==> config.mk <==
export PLATFORM = sky130hd
export DESIGN_NAME = gf2_byte_matrix_cipher_cbc_top_flat
export DESIGN_NICKNAME = d
export VERILOG_FILES = /design/src/hdl/gbmc_pkg.sv /design/src/hdl/gbmc_req_if.sv /design/src/hdl/gbmc_rsp_if.sv /design/src/hdl/gf2_byte_matrix_cipher_cbc_top.sv /design/src/flat_wrapper.sv
export SDC_FILE = /design/constraint.sdc
export NUM_CORES = 1
export LEC_CHECK = 0
export BUFFER_PORTS_ARGS = -buffer_cell sky130_fd_sc_hd__buf_2
export CORE_ASPECT_RATIO = 1.75
export CORE_MARGIN = 4
export CORE_UTILIZATION = 52
export DETAILED_ROUTE_END_ITERATION = 10
export MAX_ROUTING_LAYER = met4
export PLACE_DENSITY = 0.78
export SLEW_MARGIN = 20
export SYNTH_ARGS = -nofsm -noshare
export SYNTH_HDL_FRONTEND = slang
export SYNTH_SLANG_ARGS = --single-unit
==> constraint.sdc <==
create_clock -name clock -period 9 [get_ports clock]
set_input_delay 1.8 -clock clock [delete_from_list [all_inputs] [get_ports clock]]
set_output_delay 1.8 -clock clock [all_outputs]
set_load 0.1 [all_outputs]
==> src/hdl/gbmc_pkg.sv <==
// Shared constants, codes and the GF(2) matrix-vector product of the byte cipher.
package gbmc_pkg;

   localparam int MatrixRows = 8;
   localparam int HeaderBytes = 9;

   // Header layout; the data byte of a run follows at DATA_POS
   localparam logic [3:0] HDR_LEN = 4'(HeaderBytes);
   localparam logic [3:0] POS_MAGIC0 = 4'd0;
   localparam logic [3:0] POS_MAGIC1 = 4'd1;
   localparam logic [3:0] POS_FLAGS = 4'd2;
   localparam logic [3:0] POS_IV = 4'd3;
   localparam logic [3:0] POS_IDX0 = 4'd4;
   localparam logic [3:0] POS_IDX1 = 4'd5;
   localparam logic [3:0] POS_IDX2 = 4'd6;
   localparam logic [3:0] POS_IDX3 = 4'd7;
   localparam logic [3:0] POS_VERSION = 4'd8;
   localparam logic [3:0] DATA_POS = 4'(HeaderBytes);

   localparam logic [7:0] MAGIC0 = 8'h48;
   localparam logic [7:0] MAGIC1 = 8'h43;
   localparam logic [7:0] VERSION_BYTE = 8'h01;
   localparam logic [7:0] TABLE_FLAG = 8'h80;
   localparam logic [7:0] MODE_CBC_FLAG = 8'h01;

   // Status codes
   localparam logic [1:0] STATUS_OK = 2'd0;
   localparam logic [1:0] STATUS_BAD_MAGIC = 2'd1;
   localparam logic [1:0] STATUS_BAD_MODE = 2'd2;

   // Register indexes
   localparam logic [2:0] CSR_DIRECTION = 3'd0;
   localparam logic [2:0] CSR_CHAIN_MODE = 3'd1;
   localparam logic [2:0] CSR_IV_SOURCE = 3'd2;
   localparam logic [2:0] CSR_IV_TABLE_INDEX = 3'd3;
   localparam logic [2:0] CSR_IV_VALUE = 3'd4;
   localparam logic [2:0] CSR_ENCRYPT_MATRIX = 3'd5;
   localparam logic [2:0] CSR_DECRYPT_MATRIX = 3'd6;

   // Result bit 7-i is the parity of row i AND v; row 0 sits in the top byte
   function automatic logic [7:0] gf2_mul(input logic [63:0] m, input logic [7:0] v);
      logic [7:0] r;
      r = '0;
      for (int i = 0; i < MatrixRows; i++) begin
         r[MatrixRows - 1 - i] = ^(m[63 - 8 * i -: 8] & v);
      end
      return r;
   endfunction

endpackage

==> src/hdl/gbmc_req_if.sv <==
// Request channel: one byte of a message with its start marker.
interface gbmc_req_if;
   logic       valid;
   logic       ready;
   logic [7:0] data_byte;
   logic       start_of_message;

   modport source(output valid, output data_byte, output start_of_message, input ready);
   modport sink(input valid, input data_byte, input start_of_message, output ready);
endinterface

==> src/hdl/gbmc_rsp_if.sv <==
// Response channel: one output byte with header flag, status and end-of-run marker.
interface gbmc_rsp_if;
   logic       valid;
   logic       ready;
   logic [7:0] out_byte;
   logic       is_header;
   logic [1:0] status;
   logic       last_of_run;

   modport source(output valid, output out_byte, output is_header, output status,
                  output last_of_run, input ready);
   modport sink(input valid, input out_byte, input is_header, input status,
                input last_of_run, output ready);
endinterface

==> src/hdl/gf2_byte_matrix_cipher_cbc_top.sv <==
// Byte matrix cipher over GF(2) with ECB/CBC chaining and message header handling.
// Each request passes through the input register and then the output slot.
// Throughput: one byte per cycle while rsp ready holds; a message start in encrypt
// direction makes a run of ten results (nine header bytes and the ciphertext byte),
// which the single output slot drains at one result per ready cycle before the next byte.
// Reset (synchronous, active high) clears config registers, chaining state and all valids.
module gf2_byte_matrix_cipher_cbc_top (
   input  logic        clock,
   input  logic        reset,
   gbmc_req_if.sink    req_ch,
   gbmc_rsp_if.source  rsp_ch,
   input  logic        csr_we,
   input  logic [2:0]  csr_addr,
   input  logic [63:0] csr_wdata
);

   // ---------------------------------------------------------------------------------
   // Configuration registers
   // ---------------------------------------------------------------------------------
   logic        direction_ff;
   logic        chain_mode_ff;
   logic        iv_source_ff;
   logic [31:0] iv_table_index_ff;
   logic [7:0]  iv_value_ff;
   logic [63:0] encrypt_matrix_ff;
   logic [63:0] decrypt_matrix_ff;

   always_ff @(posedge clock) begin
      if (reset) begin
         direction_ff      <= 1'b0;
         chain_mode_ff     <= 1'b0;
         iv_source_ff      <= 1'b0;
         iv_table_index_ff <= '0;
         iv_value_ff       <= '0;
         encrypt_matrix_ff <= '0;
         decrypt_matrix_ff <= '0;
      end else if (csr_we) begin
         case (csr_addr)
            gbmc_pkg::CSR_DIRECTION:      direction_ff      <= csr_wdata[0];
            gbmc_pkg::CSR_CHAIN_MODE:     chain_mode_ff     <= csr_wdata[0];
            gbmc_pkg::CSR_IV_SOURCE:      iv_source_ff      <= csr_wdata[0];
            gbmc_pkg::CSR_IV_TABLE_INDEX: iv_table_index_ff <= csr_wdata[31:0];
            gbmc_pkg::CSR_IV_VALUE:       iv_value_ff       <= csr_wdata[7:0];
            gbmc_pkg::CSR_ENCRYPT_MATRIX: encrypt_matrix_ff <= csr_wdata;
            gbmc_pkg::CSR_DECRYPT_MATRIX: decrypt_matrix_ff <= csr_wdata;
            default: ;  // index 7 is not a register: drop the write
         endcase
      end
   end

   // ---------------------------------------------------------------------------------
   // Input register: holds one accepted transaction until the output slot can take
   // its results. Ready stays high while that transaction moves on in the same cycle.
   // ---------------------------------------------------------------------------------
   logic       in_valid_ff;
   logic [7:0] in_data_ff;
   logic       in_som_ff;
   logic       in_advance;
   logic       req_take;

   assign req_ch.ready = !in_valid_ff || in_advance;
   assign req_take     = req_ch.valid && req_ch.ready;

   always_ff @(posedge clock) begin
      if (reset) begin
         in_valid_ff <= 1'b0;
      end else if (req_take) begin
         in_valid_ff <= 1'b1;
      end else if (in_advance) begin
         in_valid_ff <= 1'b0;
      end
   end

   always_ff @(posedge clock) begin
      if (req_take) begin
         in_data_ff <= req_ch.data_byte;
         in_som_ff  <= req_ch.start_of_message;
      end
   end

   // ---------------------------------------------------------------------------------
   // Message state
   // ---------------------------------------------------------------------------------
   logic [7:0] chain_ff, chain_in;
   logic [3:0] hdr_cnt_ff, hdr_cnt_in;
   logic       mode_ff, mode_in;
   logic       tflag_ff, tflag_in;
   logic       dropped_ff, dropped_in;

   // Output slot: one run of results, walked by a position counter.
   // A header run starts at the first magic byte, a single result starts at DATA_POS.
   logic        slot_valid_ff;
   logic [3:0]  slot_pos_ff;
   logic [7:0]  slot_flags_ff;
   logic [7:0]  slot_iv_ff;
   logic [31:0] slot_idx_ff;
   logic [7:0]  slot_byte_ff;
   logic [1:0]  slot_status_ff;
   logic        slot_done;

   // Results of processing the byte in the input register
   logic        res_valid;
   logic        res_header;
   logic [7:0]  res_flags;
   logic [7:0]  res_iv;
   logic [31:0] res_idx;
   logic [7:0]  res_byte;
   logic [1:0]  res_status;

   // Intermediate values
   logic [3:0] hc0;
   logic [7:0] chain0;
   logic       drop0;
   logic [7:0] enc_chain;
   logic       enc_mode;
   logic [7:0] enc_byte;
   logic [7:0] dec_byte;
   logic [6:0] hdr_mode;

   always_comb begin
      // Message start restarts header and chaining
      hc0    = in_som_ff ? '0 : hdr_cnt_ff;
      drop0  = in_som_ff ? 1'b0 : dropped_ff;
      chain0 = in_som_ff ? '0 : chain_ff;

      chain_in   = chain0;
      hdr_cnt_in = hc0;
      mode_in    = mode_ff;
      tflag_in   = tflag_ff;
      dropped_in = drop0;

      res_valid  = 1'b0;
      res_header = 1'b0;
      res_flags  = '0;
      res_iv     = '0;
      res_idx    = '0;
      res_byte   = '0;
      res_status = gbmc_pkg::STATUS_OK;

      enc_chain = chain0;
      enc_mode  = mode_ff;
      enc_byte  = '0;
      dec_byte  = gbmc_pkg::gf2_mul(decrypt_matrix_ff, in_data_ff);
      hdr_mode  = in_data_ff[6:0];

      if (!direction_ff) begin
         // Encrypt: latch the config and emit the header ahead of the first byte
         if (hc0 < gbmc_pkg::HDR_LEN) begin
            enc_mode   = chain_mode_ff;
            enc_chain  = iv_value_ff;
            mode_in    = chain_mode_ff;
            tflag_in   = iv_source_ff;
            hdr_cnt_in = gbmc_pkg::HDR_LEN;
            dropped_in = 1'b0;
            res_header = 1'b1;
            if (chain_mode_ff) begin
               if (iv_source_ff) begin
                  res_flags = gbmc_pkg::MODE_CBC_FLAG | gbmc_pkg::TABLE_FLAG;
                  res_idx   = iv_table_index_ff;
               end else begin
                  res_flags = gbmc_pkg::MODE_CBC_FLAG;
                  res_iv    = gbmc_pkg::gf2_mul(encrypt_matrix_ff, iv_value_ff);
               end
            end
         end
         if (enc_mode) begin
            enc_byte = gbmc_pkg::gf2_mul(encrypt_matrix_ff, in_data_ff ^ enc_chain);
            chain_in = enc_byte;
         end else begin
            enc_byte = gbmc_pkg::gf2_mul(encrypt_matrix_ff, in_data_ff);
            chain_in = enc_chain;
         end
         res_valid = 1'b1;
         res_byte  = enc_byte;
      end else if (!drop0) begin
         if (hc0 < gbmc_pkg::HDR_LEN) begin
            // Decrypt header: check and consume, no result unless it fails
            case (hc0)
               gbmc_pkg::POS_MAGIC0: begin
                  if (in_data_ff != gbmc_pkg::MAGIC0) res_status = gbmc_pkg::STATUS_BAD_MAGIC;
               end
               gbmc_pkg::POS_MAGIC1: begin
                  if (in_data_ff != gbmc_pkg::MAGIC1) res_status = gbmc_pkg::STATUS_BAD_MAGIC;
               end
               gbmc_pkg::POS_FLAGS: begin
                  if (hdr_mode > 7'd1) res_status = gbmc_pkg::STATUS_BAD_MODE;
                  mode_in  = hdr_mode[0];
                  tflag_in = in_data_ff[7];
               end
               gbmc_pkg::POS_IV: begin
                  chain_in = tflag_ff ? iv_value_ff : dec_byte;
               end
               default: ;
            endcase
            if (res_status != gbmc_pkg::STATUS_OK) begin
               dropped_in = 1'b1;
               res_valid  = 1'b1;
            end else begin
               hdr_cnt_in = hc0 + 4'd1;
            end
         end else begin
            res_valid = 1'b1;
            if (mode_ff) begin
               res_byte = dec_byte ^ chain0;
               chain_in = in_data_ff;
            end else begin
               res_byte = dec_byte;
            end
         end
      end
   end

   // Move the byte on when the slot is free or hands over its last result now
   assign slot_done  = slot_valid_ff && rsp_ch.ready && (slot_pos_ff == gbmc_pkg::DATA_POS);
   assign in_advance = in_valid_ff && (!slot_valid_ff || slot_done);

   always_ff @(posedge clock) begin
      if (reset) begin
         chain_ff   <= '0;
         hdr_cnt_ff <= '0;
         mode_ff    <= 1'b0;
         tflag_ff   <= 1'b0;
         dropped_ff <= 1'b0;
      end else if (in_advance) begin
         chain_ff   <= chain_in;
         hdr_cnt_ff <= hdr_cnt_in;
         mode_ff    <= mode_in;
         tflag_ff   <= tflag_in;
         dropped_ff <= dropped_in;
      end
   end

   always_ff @(posedge clock) begin
      if (reset) begin
         slot_valid_ff <= 1'b0;
         slot_pos_ff   <= '0;
      end else if (in_advance && res_valid) begin
         slot_valid_ff <= 1'b1;
         slot_pos_ff   <= res_header ? gbmc_pkg::POS_MAGIC0 : gbmc_pkg::DATA_POS;
      end else if (slot_done) begin
         slot_valid_ff <= 1'b0;
      end else if (slot_valid_ff && rsp_ch.ready) begin
         slot_pos_ff <= slot_pos_ff + 4'd1;
      end
   end

   always_ff @(posedge clock) begin
      if (in_advance && res_valid) begin
         slot_flags_ff  <= res_flags;
         slot_iv_ff     <= res_iv;
         slot_idx_ff    <= res_idx;
         slot_byte_ff   <= res_byte;
         slot_status_ff <= res_status;
      end
   end

   // ---------------------------------------------------------------------------------
   // Output select: header bytes by position, index little-endian
   // ---------------------------------------------------------------------------------
   always_comb begin
      case (slot_pos_ff)
         gbmc_pkg::POS_MAGIC0:  rsp_ch.out_byte = gbmc_pkg::MAGIC0;
         gbmc_pkg::POS_MAGIC1:  rsp_ch.out_byte = gbmc_pkg::MAGIC1;
         gbmc_pkg::POS_FLAGS:   rsp_ch.out_byte = slot_flags_ff;
         gbmc_pkg::POS_IV:      rsp_ch.out_byte = slot_iv_ff;
         gbmc_pkg::POS_IDX0:    rsp_ch.out_byte = slot_idx_ff[7:0];
         gbmc_pkg::POS_IDX1:    rsp_ch.out_byte = slot_idx_ff[15:8];
         gbmc_pkg::POS_IDX2:    rsp_ch.out_byte = slot_idx_ff[23:16];
         gbmc_pkg::POS_IDX3:    rsp_ch.out_byte = slot_idx_ff[31:24];
         gbmc_pkg::POS_VERSION: rsp_ch.out_byte = gbmc_pkg::VERSION_BYTE;
         default:               rsp_ch.out_byte = slot_byte_ff;
      endcase
   end

   assign rsp_ch.valid       = slot_valid_ff;
   assign rsp_ch.is_header   = slot_pos_ff < gbmc_pkg::DATA_POS;
   assign rsp_ch.last_of_run = slot_pos_ff == gbmc_pkg::DATA_POS;
   assign rsp_ch.status      = rsp_ch.last_of_run ? slot_status_ff : gbmc_pkg::STATUS_OK;

endmodule

==> src/flat_wrapper.sv <==
// flat-port wrapper written by rule: the top's interface ports become plain ports
module gf2_byte_matrix_cipher_cbc_top_flat 
  (clock, reset, csr_we, csr_addr, csr_wdata, req_ch_valid, req_ch_data_byte, req_ch_start_of_message, req_ch_ready, rsp_ch_valid, rsp_ch_out_byte, rsp_ch_is_header, rsp_ch_status, rsp_ch_last_of_run, rsp_ch_ready);
  gbmc_req_if req_ch_i ();
  gbmc_rsp_if rsp_ch_i ();
  input  logic clock;
  input  logic reset;
  input  logic csr_we;
  input  logic [2:0] csr_addr;
  input  logic [63:0] csr_wdata;
  input wire logic [$bits(req_ch_i.valid)-1:0] req_ch_valid;
  input wire logic [$bits(req_ch_i.data_byte)-1:0] req_ch_data_byte;
  input wire logic [$bits(req_ch_i.start_of_message)-1:0] req_ch_start_of_message;
  output wire logic [$bits(req_ch_i.ready)-1:0] req_ch_ready;
  output wire logic [$bits(rsp_ch_i.valid)-1:0] rsp_ch_valid;
  output wire logic [$bits(rsp_ch_i.out_byte)-1:0] rsp_ch_out_byte;
  output wire logic [$bits(rsp_ch_i.is_header)-1:0] rsp_ch_is_header;
  output wire logic [$bits(rsp_ch_i.status)-1:0] rsp_ch_status;
  output wire logic [$bits(rsp_ch_i.last_of_run)-1:0] rsp_ch_last_of_run;
  input wire logic [$bits(rsp_ch_i.ready)-1:0] rsp_ch_ready;
  assign req_ch_i.valid = req_ch_valid;
  assign req_ch_i.data_byte = req_ch_data_byte;
  assign req_ch_i.start_of_message = req_ch_start_of_message;
  assign req_ch_ready = req_ch_i.ready;
  assign rsp_ch_valid = rsp_ch_i.valid;
  assign rsp_ch_out_byte = rsp_ch_i.out_byte;
  assign rsp_ch_is_header = rsp_ch_i.is_header;
  assign rsp_ch_status = rsp_ch_i.status;
  assign rsp_ch_last_of_run = rsp_ch_i.last_of_run;
  assign rsp_ch_i.ready = rsp_ch_ready;
  gf2_byte_matrix_cipher_cbc_top u_core (.clock(clock), .reset(reset), .req_ch(req_ch_i), .rsp_ch(rsp_ch_i), .csr_we(csr_we), .csr_addr(csr_addr), .csr_wdata(csr_wdata));
endmodule
# [Word-level counts from Yosys, hierarchy flattened]
# Index checks and enable logic that the tools add are counted.
[word_totals] in_bits=81 reg_bits=259 out_inout_bits=14 word_cells=214
[op_classes] muxes=61 n_eq_ne=24 n_bitwise=38 addsub=2 reduce_logical=64 n_lt_le_gt_ge=3
[op_table] cell="$and 8x8->8" count=32
[op_table] cell="$reduce_xor 8->1" count=32
[op_table] cell="$mux 8" count=16
[op_table] cell="$pmux 8 s9" count=1
[op_table] cell="$mux 4" count=10
[op_table] cell="$mux 1" count=28
[op_table] cell="$eq 4x2->1 const B" count=4
[op_table] cell="$eq 4x3->1 const B" count=4
[op_table] cell="$ne 8x7->1 const B" count=2
[op_table] cell="$reduce_and 2->1" count=8
[op_table] cell="$xor 8x8->8" count=2
[op_table] cell="$reduce_bool 2->1" count=6
[op_table] cell="$mux 2" count=5
[op_table] cell="$eq 3x3->1 const B" count=3
[op_table] cell="$add 4x1->4 const B" count=2
[op_table] cell="$eq 4x1->1 const B" count=2
[op_table] cell="$eq 4x4->1 const B" count=2
[op_table] cell="$logic_not 4->1" count=2
[op_table] cell="$lt 4x4->1 const B" count=2
[op_table] cell="$ne 2x2->1 const B" count=4
[op_table] cell="$reduce_or 4->1" count=2
[op_table] cell="$gt 7x1->1 const B" count=1
[op_table] cell="$eq 3x2->1 const B" count=2
[op_table] cell="$pmux 2 s3" count=1
[op_table] cell="other kinds (9)" count=19

# [Logic depth before layout (Yosys ltp)]
[depth] ltp_word=14 mapped_depth=14 mapped_depth_nobuf=12

# [Least setup slack after synthesis]
# Ideal clock, no wire load.
[synth_timing] path_kind="register to output" start="reg u_core.slot_pos_ff[0]" end="out rsp_ch_out_byte[0]" t_required_ns=7.200 path_slack_ns=4.404 t_arrival_ns=2.796 stages_incl_launch_ff=8 cell_sequence="dfxtp_1 -> ha_1 -> clkbuf_1 -> clkbuf_1 -> a21oi_1 -> a31oi_1 -> nor3_1 -> a21oi_1"
[synth_between] elab_chain_cells=2
[synth_lines] element="start: declaration" line_no="gf2_byte_matrix_cipher_cbc_top.sv:93" source="logic [3:0] slot_pos_ff;"
[synth_lines] element="start signal: assignment" line_no="gf2_byte_matrix_cipher_cbc_top.sv:239" source="slot_pos_ff <= res_header ? gbmc_pkg::POS_MAGIC0 : gbmc_pkg::DATA_POS;"
[synth_lines] element="start signal: assignment" line_no="gf2_byte_matrix_cipher_cbc_top.sv:243" source="slot_pos_ff <= slot_pos_ff + 4'd1;"
[synth_lines] element="$eq 4x4->1 (tied with other cells)" line_no="gf2_byte_matrix_cipher_cbc_top.sv:261" source="case (slot_pos_ff)"
[synth_lines] element="$pmux 8 s9 *" line_no="gf2_byte_matrix_cipher_cbc_top.sv:261"
[synth_lines] element="end: declaration" line_no="flat_wrapper.sv:16" source="output wire logic [$bits(rsp_ch_i.out_byte)-1:0] rsp_ch_out_byte;"
# Mark *: on every way between the ends. The rest lies on a longest branch, timed or not.

# [Worst setup path after layout]
[layout_timing] start="reg u_core.slot_pos_ff[1]" end="out rsp_ch_out_byte[7]"
# Same word-level chain as after synthesis.

==> impl_results.html <==
<table>
<tr><th>Metric</th><th>Value</th></tr>
<tr><th colspan="2">Global routing</th></tr>
<tr><td>Maximum number of pins on one net before global-route repair</td><td>99</td></tr>
<tr><td>First-pass GRT wire length</td><td>79,710 um</td></tr>
<tr><td>Antenna violations before repair</td><td>0</td></tr>
<tr><td>All-Layer GR Usage</td><td>0.2935</td></tr>
<tr><td>Leftover overflow at the end of global routing</td><td>0</td></tr>
<tr><td>Via count of the first global-routing pass</td><td>14,790</td></tr>
<tr><th colspan="2">Drt</th></tr>
<tr><td>Routed Antenna Nets</td><td>0</td></tr>
<tr><td>Total via count after detailed routing</td><td>15,690</td></tr>
<tr><td>DR iter-0 viols</td><td>1,578</td></tr>
<tr><td>Avg WL per Cell</td><td>20.98 um</td></tr>
<tr><td>Detailed-router iteration count before antenna repair</td><td>5</td></tr>
<tr><td>Final Routed Wirelength</td><td>51,640 um</td></tr>
<tr><td>Detailed-route DRC error count</td><td>0</td></tr>
<tr><td>Per-cell via count in the routed design</td><td>6.374</td></tr>
<tr><th colspan="2">Clocking</th></tr>
<tr><td>Postcts setup bufs</td><td>0</td></tr>
<tr><td>TritonCTS clock tree</td><td>yes</td></tr>
<tr><td>Number of clock buffers inserted by TritonCTS</td><td>26</td></tr>
<tr><td>Clock Root Buffer</td><td>sky130_fd_sc_hd__clkbuf_16</td></tr>
<tr><td>Clock slew seen by the registers of the worst setup and hold paths</td><td>0.06 ns</td></tr>
<tr><td>Number of buffers inserted by hold repair at cts</td><td>0</td></tr>
<tr><td>H-tree lvl count</td><td>1</td></tr>
<tr><td>Clk sinks</td><td>253</td></tr>
<tr><td>Latest clock arrival within the worst-skew pair</td><td>0.55 ns</td></tr>
<tr><td>Clock Tree Buf Depth</td><td>3</td></tr>
<tr><td>Post_cts resized</td><td>0</td></tr>
<tr><th colspan="2">Critical path</th></tr>
<tr><td>CP arrival</td><td>2.91 ns</td></tr>
<tr><td>Buffers &amp; Inverters on Critical Path</td><td>2</td></tr>
<tr><td>CP max stage delay</td><td>0.53 ns</td></tr>
<tr><td>Biggest fanout along the worst timing path</td><td>13</td></tr>
<tr><td>Gate family responsible for the most delay along the worst path</td><td>compound AO/OA/AOI/OAI gates</td></tr>
<tr><td>Startpoint Class</td><td>flop</td></tr>
<tr><td>Library cell contributing the largest single delay on the critical path</td><td>sky130_fd_sc_hd__ha_1</td></tr>
<tr><td>Worst EP required</td><td>7.20 ns</td></tr>
<tr><td>Worst Path Class, Setup</td><td>flop to output pin</td></tr>
<tr><td>Endpoint type of the worst setup path</td><td>output pin</td></tr>
<tr><td>Cells along the critical path</td><td>inv_1 &gt; ha_1 &gt; a222oi_1 &gt; a311oi_1 &gt; a21o_1 &gt; buf_2</td></tr>
<tr><th colspan="2">Logic synthesis</th></tr>
<tr><td>Average cell area after synthesis</td><td>7.918 um2</td></tr>
<tr><td>Synth Register Bits</td><td>253</td></tr>
<tr><td>Number of warning messages in the yosys log</td><td>0</td></tr>
<tr><td>Number of distinct standard cells referenced by the synthesized netlist</td><td>63</td></tr>
<tr><td>Share of the yosys chip area belonging to registers</td><td>0.3428</td></tr>
<tr><td>Cell area after synthesis</td><td>0.01656 mm2</td></tr>
<tr><td>Number of enable flip-flop cells after synthesis</td><td>61</td></tr>
<tr><td>Dominant synthesized flop cell</td><td>sky130_fd_sc_hd__dfxtp_1</td></tr>
<tr><td>Number of nets produced by synthesis</td><td>2,182</td></tr>
<tr><td>Proportion of register bits with asynchronous set or reset after synthesis</td><td>0</td></tr>
<tr><td>Number of instances in the synthesized netlist</td><td>2,091</td></tr>
<tr><th colspan="2">Power and ir drop</th></tr>
<tr><td>Power density over cell area</td><td>150.0 mW/mm2</td></tr>
<tr><td>Relative contribution of combinational cells to total power</td><td>0.124</td></tr>
<tr><td>Sequential power share</td><td>0.466</td></tr>
<tr><td>PnR Total Power</td><td>2.655 mW</td></tr>
<tr><td>Static leakage power</td><td>5.272 nW</td></tr>
<tr><td>Clk pwr share</td><td>0.410</td></tr>
<tr><td>Cell-internal power</td><td>1.913 mW</td></tr>
<tr><td>Sw Ratio</td><td>0.2795</td></tr>
<tr><td>Switch Pwr</td><td>0.7420 mW</td></tr>
<tr><td>VDD IR-drop max</td><td>0.1480 mV</td></tr>
<tr><th colspan="2">STA</th></tr>
<tr><td>Setup total negative slack</td><td>0 ns</td></tr>
<tr><td>Worst setup skew after layout</td><td>0.01807 ns</td></tr>
<tr><td>Post-route fraction of the period consumed by the critical path</td><td>0.5229</td></tr>
<tr><td>Hold violation total from the final report</td><td>0</td></tr>
<tr><td>Max-slew headroom at the worst pin</td><td>0.2457</td></tr>
<tr><td>Max Freq</td><td>212.5 MHz</td></tr>
<tr><td>Worst Slack Setup Final</td><td>4.294 ns</td></tr>
<tr><td>Worst Hold Margin</td><td>0.4512 ns</td></tr>
<tr><td>Slew of the pin with the lowest slew margin</td><td>1.125 ns</td></tr>
<tr><td>Period minus WS final</td><td>4.706 ns</td></tr>
<tr><td># setup viols final</td><td>0</td></tr>
<tr><td>Setup repair after global routing missed its margin</td><td>false</td></tr>
<tr><td>Slew Limit Fails</td><td>0</td></tr>
<tr><th colspan="2">Die</th></tr>
<tr><td>Die outline width</td><td>142.9 um</td></tr>
<tr><td>Site row count</td><td>86</td></tr>
<tr><td>Num ports</td><td>95</td></tr>
<tr><td>Die span in y</td><td>244.1 um</td></tr>
<tr><td>Area inside the core boundary</td><td>0.03142 mm2</td></tr>
<tr><td>Die Footprint</td><td>0.03487 mm2</td></tr>
<tr><td>Initial Utilization</td><td>0.5270</td></tr>
<tr><th colspan="2">Placed design</th></tr>
<tr><td>RD Place Congestion</td><td>0.9569</td></tr>
<tr><td>Placed Cells incl. Taps</td><td>2,415</td></tr>
<tr><td>Port Buffer Count</td><td>94</td></tr>
<tr><td>DP Area</td><td>0.01683 mm2</td></tr>
<tr><td>Final HPWL DP</td><td>34,290 um</td></tr>
<tr><td>DP Worst Slack</td><td>4.580 ns</td></tr>
<tr><th colspan="2">Cells and area</th></tr>
<tr><td>Cell area after layout</td><td>0.01770 mm2</td></tr>
<tr><td>Area growth syn-to-layout</td><td>6.930%</td></tr>
<tr><td>Number of diodes added for antenna fixing</td><td>0</td></tr>
<tr><td>Reg area</td><td>0.005675 mm2</td></tr>
<tr><td>Proportion of layout cells with a drive suffix above 1</td><td>0.08519</td></tr>
<tr><td>Final net count</td><td>2,138</td></tr>
<tr><td>Post-route core utilization</td><td>0.5635</td></tr>
<tr><td>Post-layout instance count excluding filler cells</td><td>2,462</td></tr>
<tr><td>Number of inserted filler cells in the final layout</td><td>2,931</td></tr>
<tr><td>Area taken by multi-input logic gates</td><td>0.009920 mm2</td></tr>
<tr><th colspan="2">Run status</th></tr>
<tr><td>Status</td><td>complete, no violations</td></tr>
<tr><th colspan="2">Min path</th></tr>
<tr><td>Worst min path class</td><td>flop to flop</td></tr>
<tr><th colspan="2">Flow run</th></tr>
<tr><td>Reported max-cap violation count</td><td>0</td></tr>
</table>
-- layout by cell type, fill, tap and decap left out, types with 24 or more instances in the layout --
cell type and n:
sky130_fd_sc_hd__nand2_1 559, sky130_fd_sc_hd__a21oi_1 209, sky130_fd_sc_hd__dfxtp_1 192, sky130_fd_sc_hd__xnor2_1 169
sky130_fd_sc_hd__nand3b_1 129, sky130_fd_sc_hd__buf_2 93, sky130_fd_sc_hd__a211o_1 69, sky130_fd_sc_hd__xor2_1 66
sky130_fd_sc_hd__o2111ai_1 64, sky130_fd_sc_hd__o311a_1 64, sky130_fd_sc_hd__edfxtp_1 61, sky130_fd_sc_hd__and2_1 37
sky130_fd_sc_hd__nor2_1 36, sky130_fd_sc_hd__o21ai_0 33, sky130_fd_sc_hd__clkbuf_16 27, sky130_fd_sc_hd__inv_1 24
-- metal layers --
layer | global-route usage | vias up | wire length [um]
met5 | - | - | 0
met4 | 0.2012 | 0 | 4344
met3 | 0.03933 | 262 | 3845
met2 | 0.4806 | 781 | 24590
met1 | 0.3278 | 7395 | 18860
li1 | - | 7255 | -
-- cells by family after synthesis --
kind of cell | after synthesis | share of synthesized area
mux | 5 | 0.003023
buf+inv | 217 | 0.06106
xor+xnor | 235 | 0.1243
compound gates | 540 | 0.2280
fa+ha+maj | 10 | 0.007557
flops | 253 | 0.3428
simple gates | 831 | 0.2333
-- worst min-delay path: stages, from the launching register on --
cell and delay (ns):
sky130_fd_sc_hd__dfxtp_1 0.31, sky130_fd_sc_hd__nand2_1 0.05, sky130_fd_sc_hd__a21oi_1 0.05
-- cell type report --
| cell class | instances | share of cell area |
|---|---|---|
| clock buffer | 33 | 0.04057 |
| clock inverter | 14 | 0.007915 |
| inverter | 28 | 0.006007 |
| multi-input combinational | 1621 | 0.5603 |
| sequential | 253 | 0.3206 |
| tap | 396 | 0.02799 |
| timing repair buffer | 117 | 0.03668 |
-- registers in the layout, indices dropped and copies added, names as in the netlist, 2 cells and up --
name	cells
u_core.slot_iv_ff	8
u_core.in_data_ff	8
u_core.iv_value_ff	8
u_core.slot_byte_ff	8
u_core.slot_flags_ff	2
u_core.iv_table_index_ff	32
u_core.encrypt_matrix_ff	64
u_core.decrypt_matrix_ff	64
u_core.slot_status_ff	2
u_core.hdr_cnt_ff	4
u_core.chain_ff	8
u_core.slot_idx_ff	32
u_core.slot_pos_ff	4
-- cell usage after synthesis, types with 2 or more instances --
master	number	area [um2]
sky130_fd_sc_hd__and3_1	4	25.02
sky130_fd_sc_hd__a311oi_1	4	35.03
sky130_fd_sc_hd__buf_2	31	155.2
sky130_fd_sc_hd__nor3b_1	5	37.54
sky130_fd_sc_hd__o31ai_1	4	30.03
sky130_fd_sc_hd__or3_1	3	18.77
sky130_fd_sc_hd__buf_1	6	22.52
sky130_fd_sc_hd__a21o_1	9	67.56
sky130_fd_sc_hd__xor2_1	66	578.1
sky130_fd_sc_hd__dfxtp_1	192	3844
sky130_fd_sc_hd__and2_1	37	231.5
sky130_fd_sc_hd__nand2_1	559	2098
sky130_fd_sc_hd__edfxtp_1	61	1832
sky130_fd_sc_hd__ha_1	10	125.1
sky130_fd_sc_hd__nand2b_1	7	43.79
sky130_fd_sc_hd__o22ai_1	8	50.05
sky130_fd_sc_hd__a211o_1	69	604.3
sky130_fd_sc_hd__o21ai_1	9	45.04
sky130_fd_sc_hd__o21bai_1	5	37.54
sky130_fd_sc_hd__o2111ai_1	64	560.5
sky130_fd_sc_hd__a221o_1	3	30.03
sky130_fd_sc_hd__nor3_1	14	70.07
sky130_fd_sc_hd__o311a_1	64	640.6
sky130_fd_sc_hd__a21oi_1	209	1046
sky130_fd_sc_hd__nor2_1	38	142.6
sky130_fd_sc_hd__a22oi_1	14	105.1
sky130_fd_sc_hd__buf_6	21	236.5
sky130_fd_sc_hd__nor2b_1	5	31.28
sky130_fd_sc_hd__or2_1	2	12.51
sky130_fd_sc_hd__nand3b_1	129	968.4
sky130_fd_sc_hd__o21ai_0	33	165.2
sky130_fd_sc_hd__mux2i_1	5	50.05
sky130_fd_sc_hd__clkbuf_1	131	491.7
sky130_fd_sc_hd__nand4_1	4	25.02
sky130_fd_sc_hd__a222oi_1	5	50.05
sky130_fd_sc_hd__nand3_1	11	55.05
sky130_fd_sc_hd__or2_2	4	25.02
sky130_fd_sc_hd__a211oi_1	22	165.2
sky130_fd_sc_hd__clkinv_1	4	15.01
sky130_fd_sc_hd__xnor2_1	169	1480
sky130_fd_sc_hd__a31oi_1	7	43.79
sky130_fd_sc_hd__inv_1	23	86.33
-- path summary, 6_finish.rpt --
check	from	end	slack [ns]	cells after the start
max	u_core.slot_pos_ff[1]	rsp_ch_out_byte[7]	4.29	6
min	u_core.iv_table_index_ff[19]	u_core.iv_table_index_ff[19]	0.45	2
max reg2reg	u_core.in_som_ff	u_core.slot_byte_ff[1]	4.38	11
min reg2reg	u_core.iv_table_index_ff[19]	u_core.iv_table_index_ff[19]	0.45	2
-- power by group through the flow --
stage	combinational, mW	clock (mW)	sequential, mW
after floorplan	0.239	0	1.24
after global placement	0.316	0	1.26
after detailed placement	0.322	0	1.26
after CTS	0.323	1.10	1.24
after global routing	0.350	1.14	1.24
final	0.329	1.09	1.24
Power figures use the tool's default switching activity.
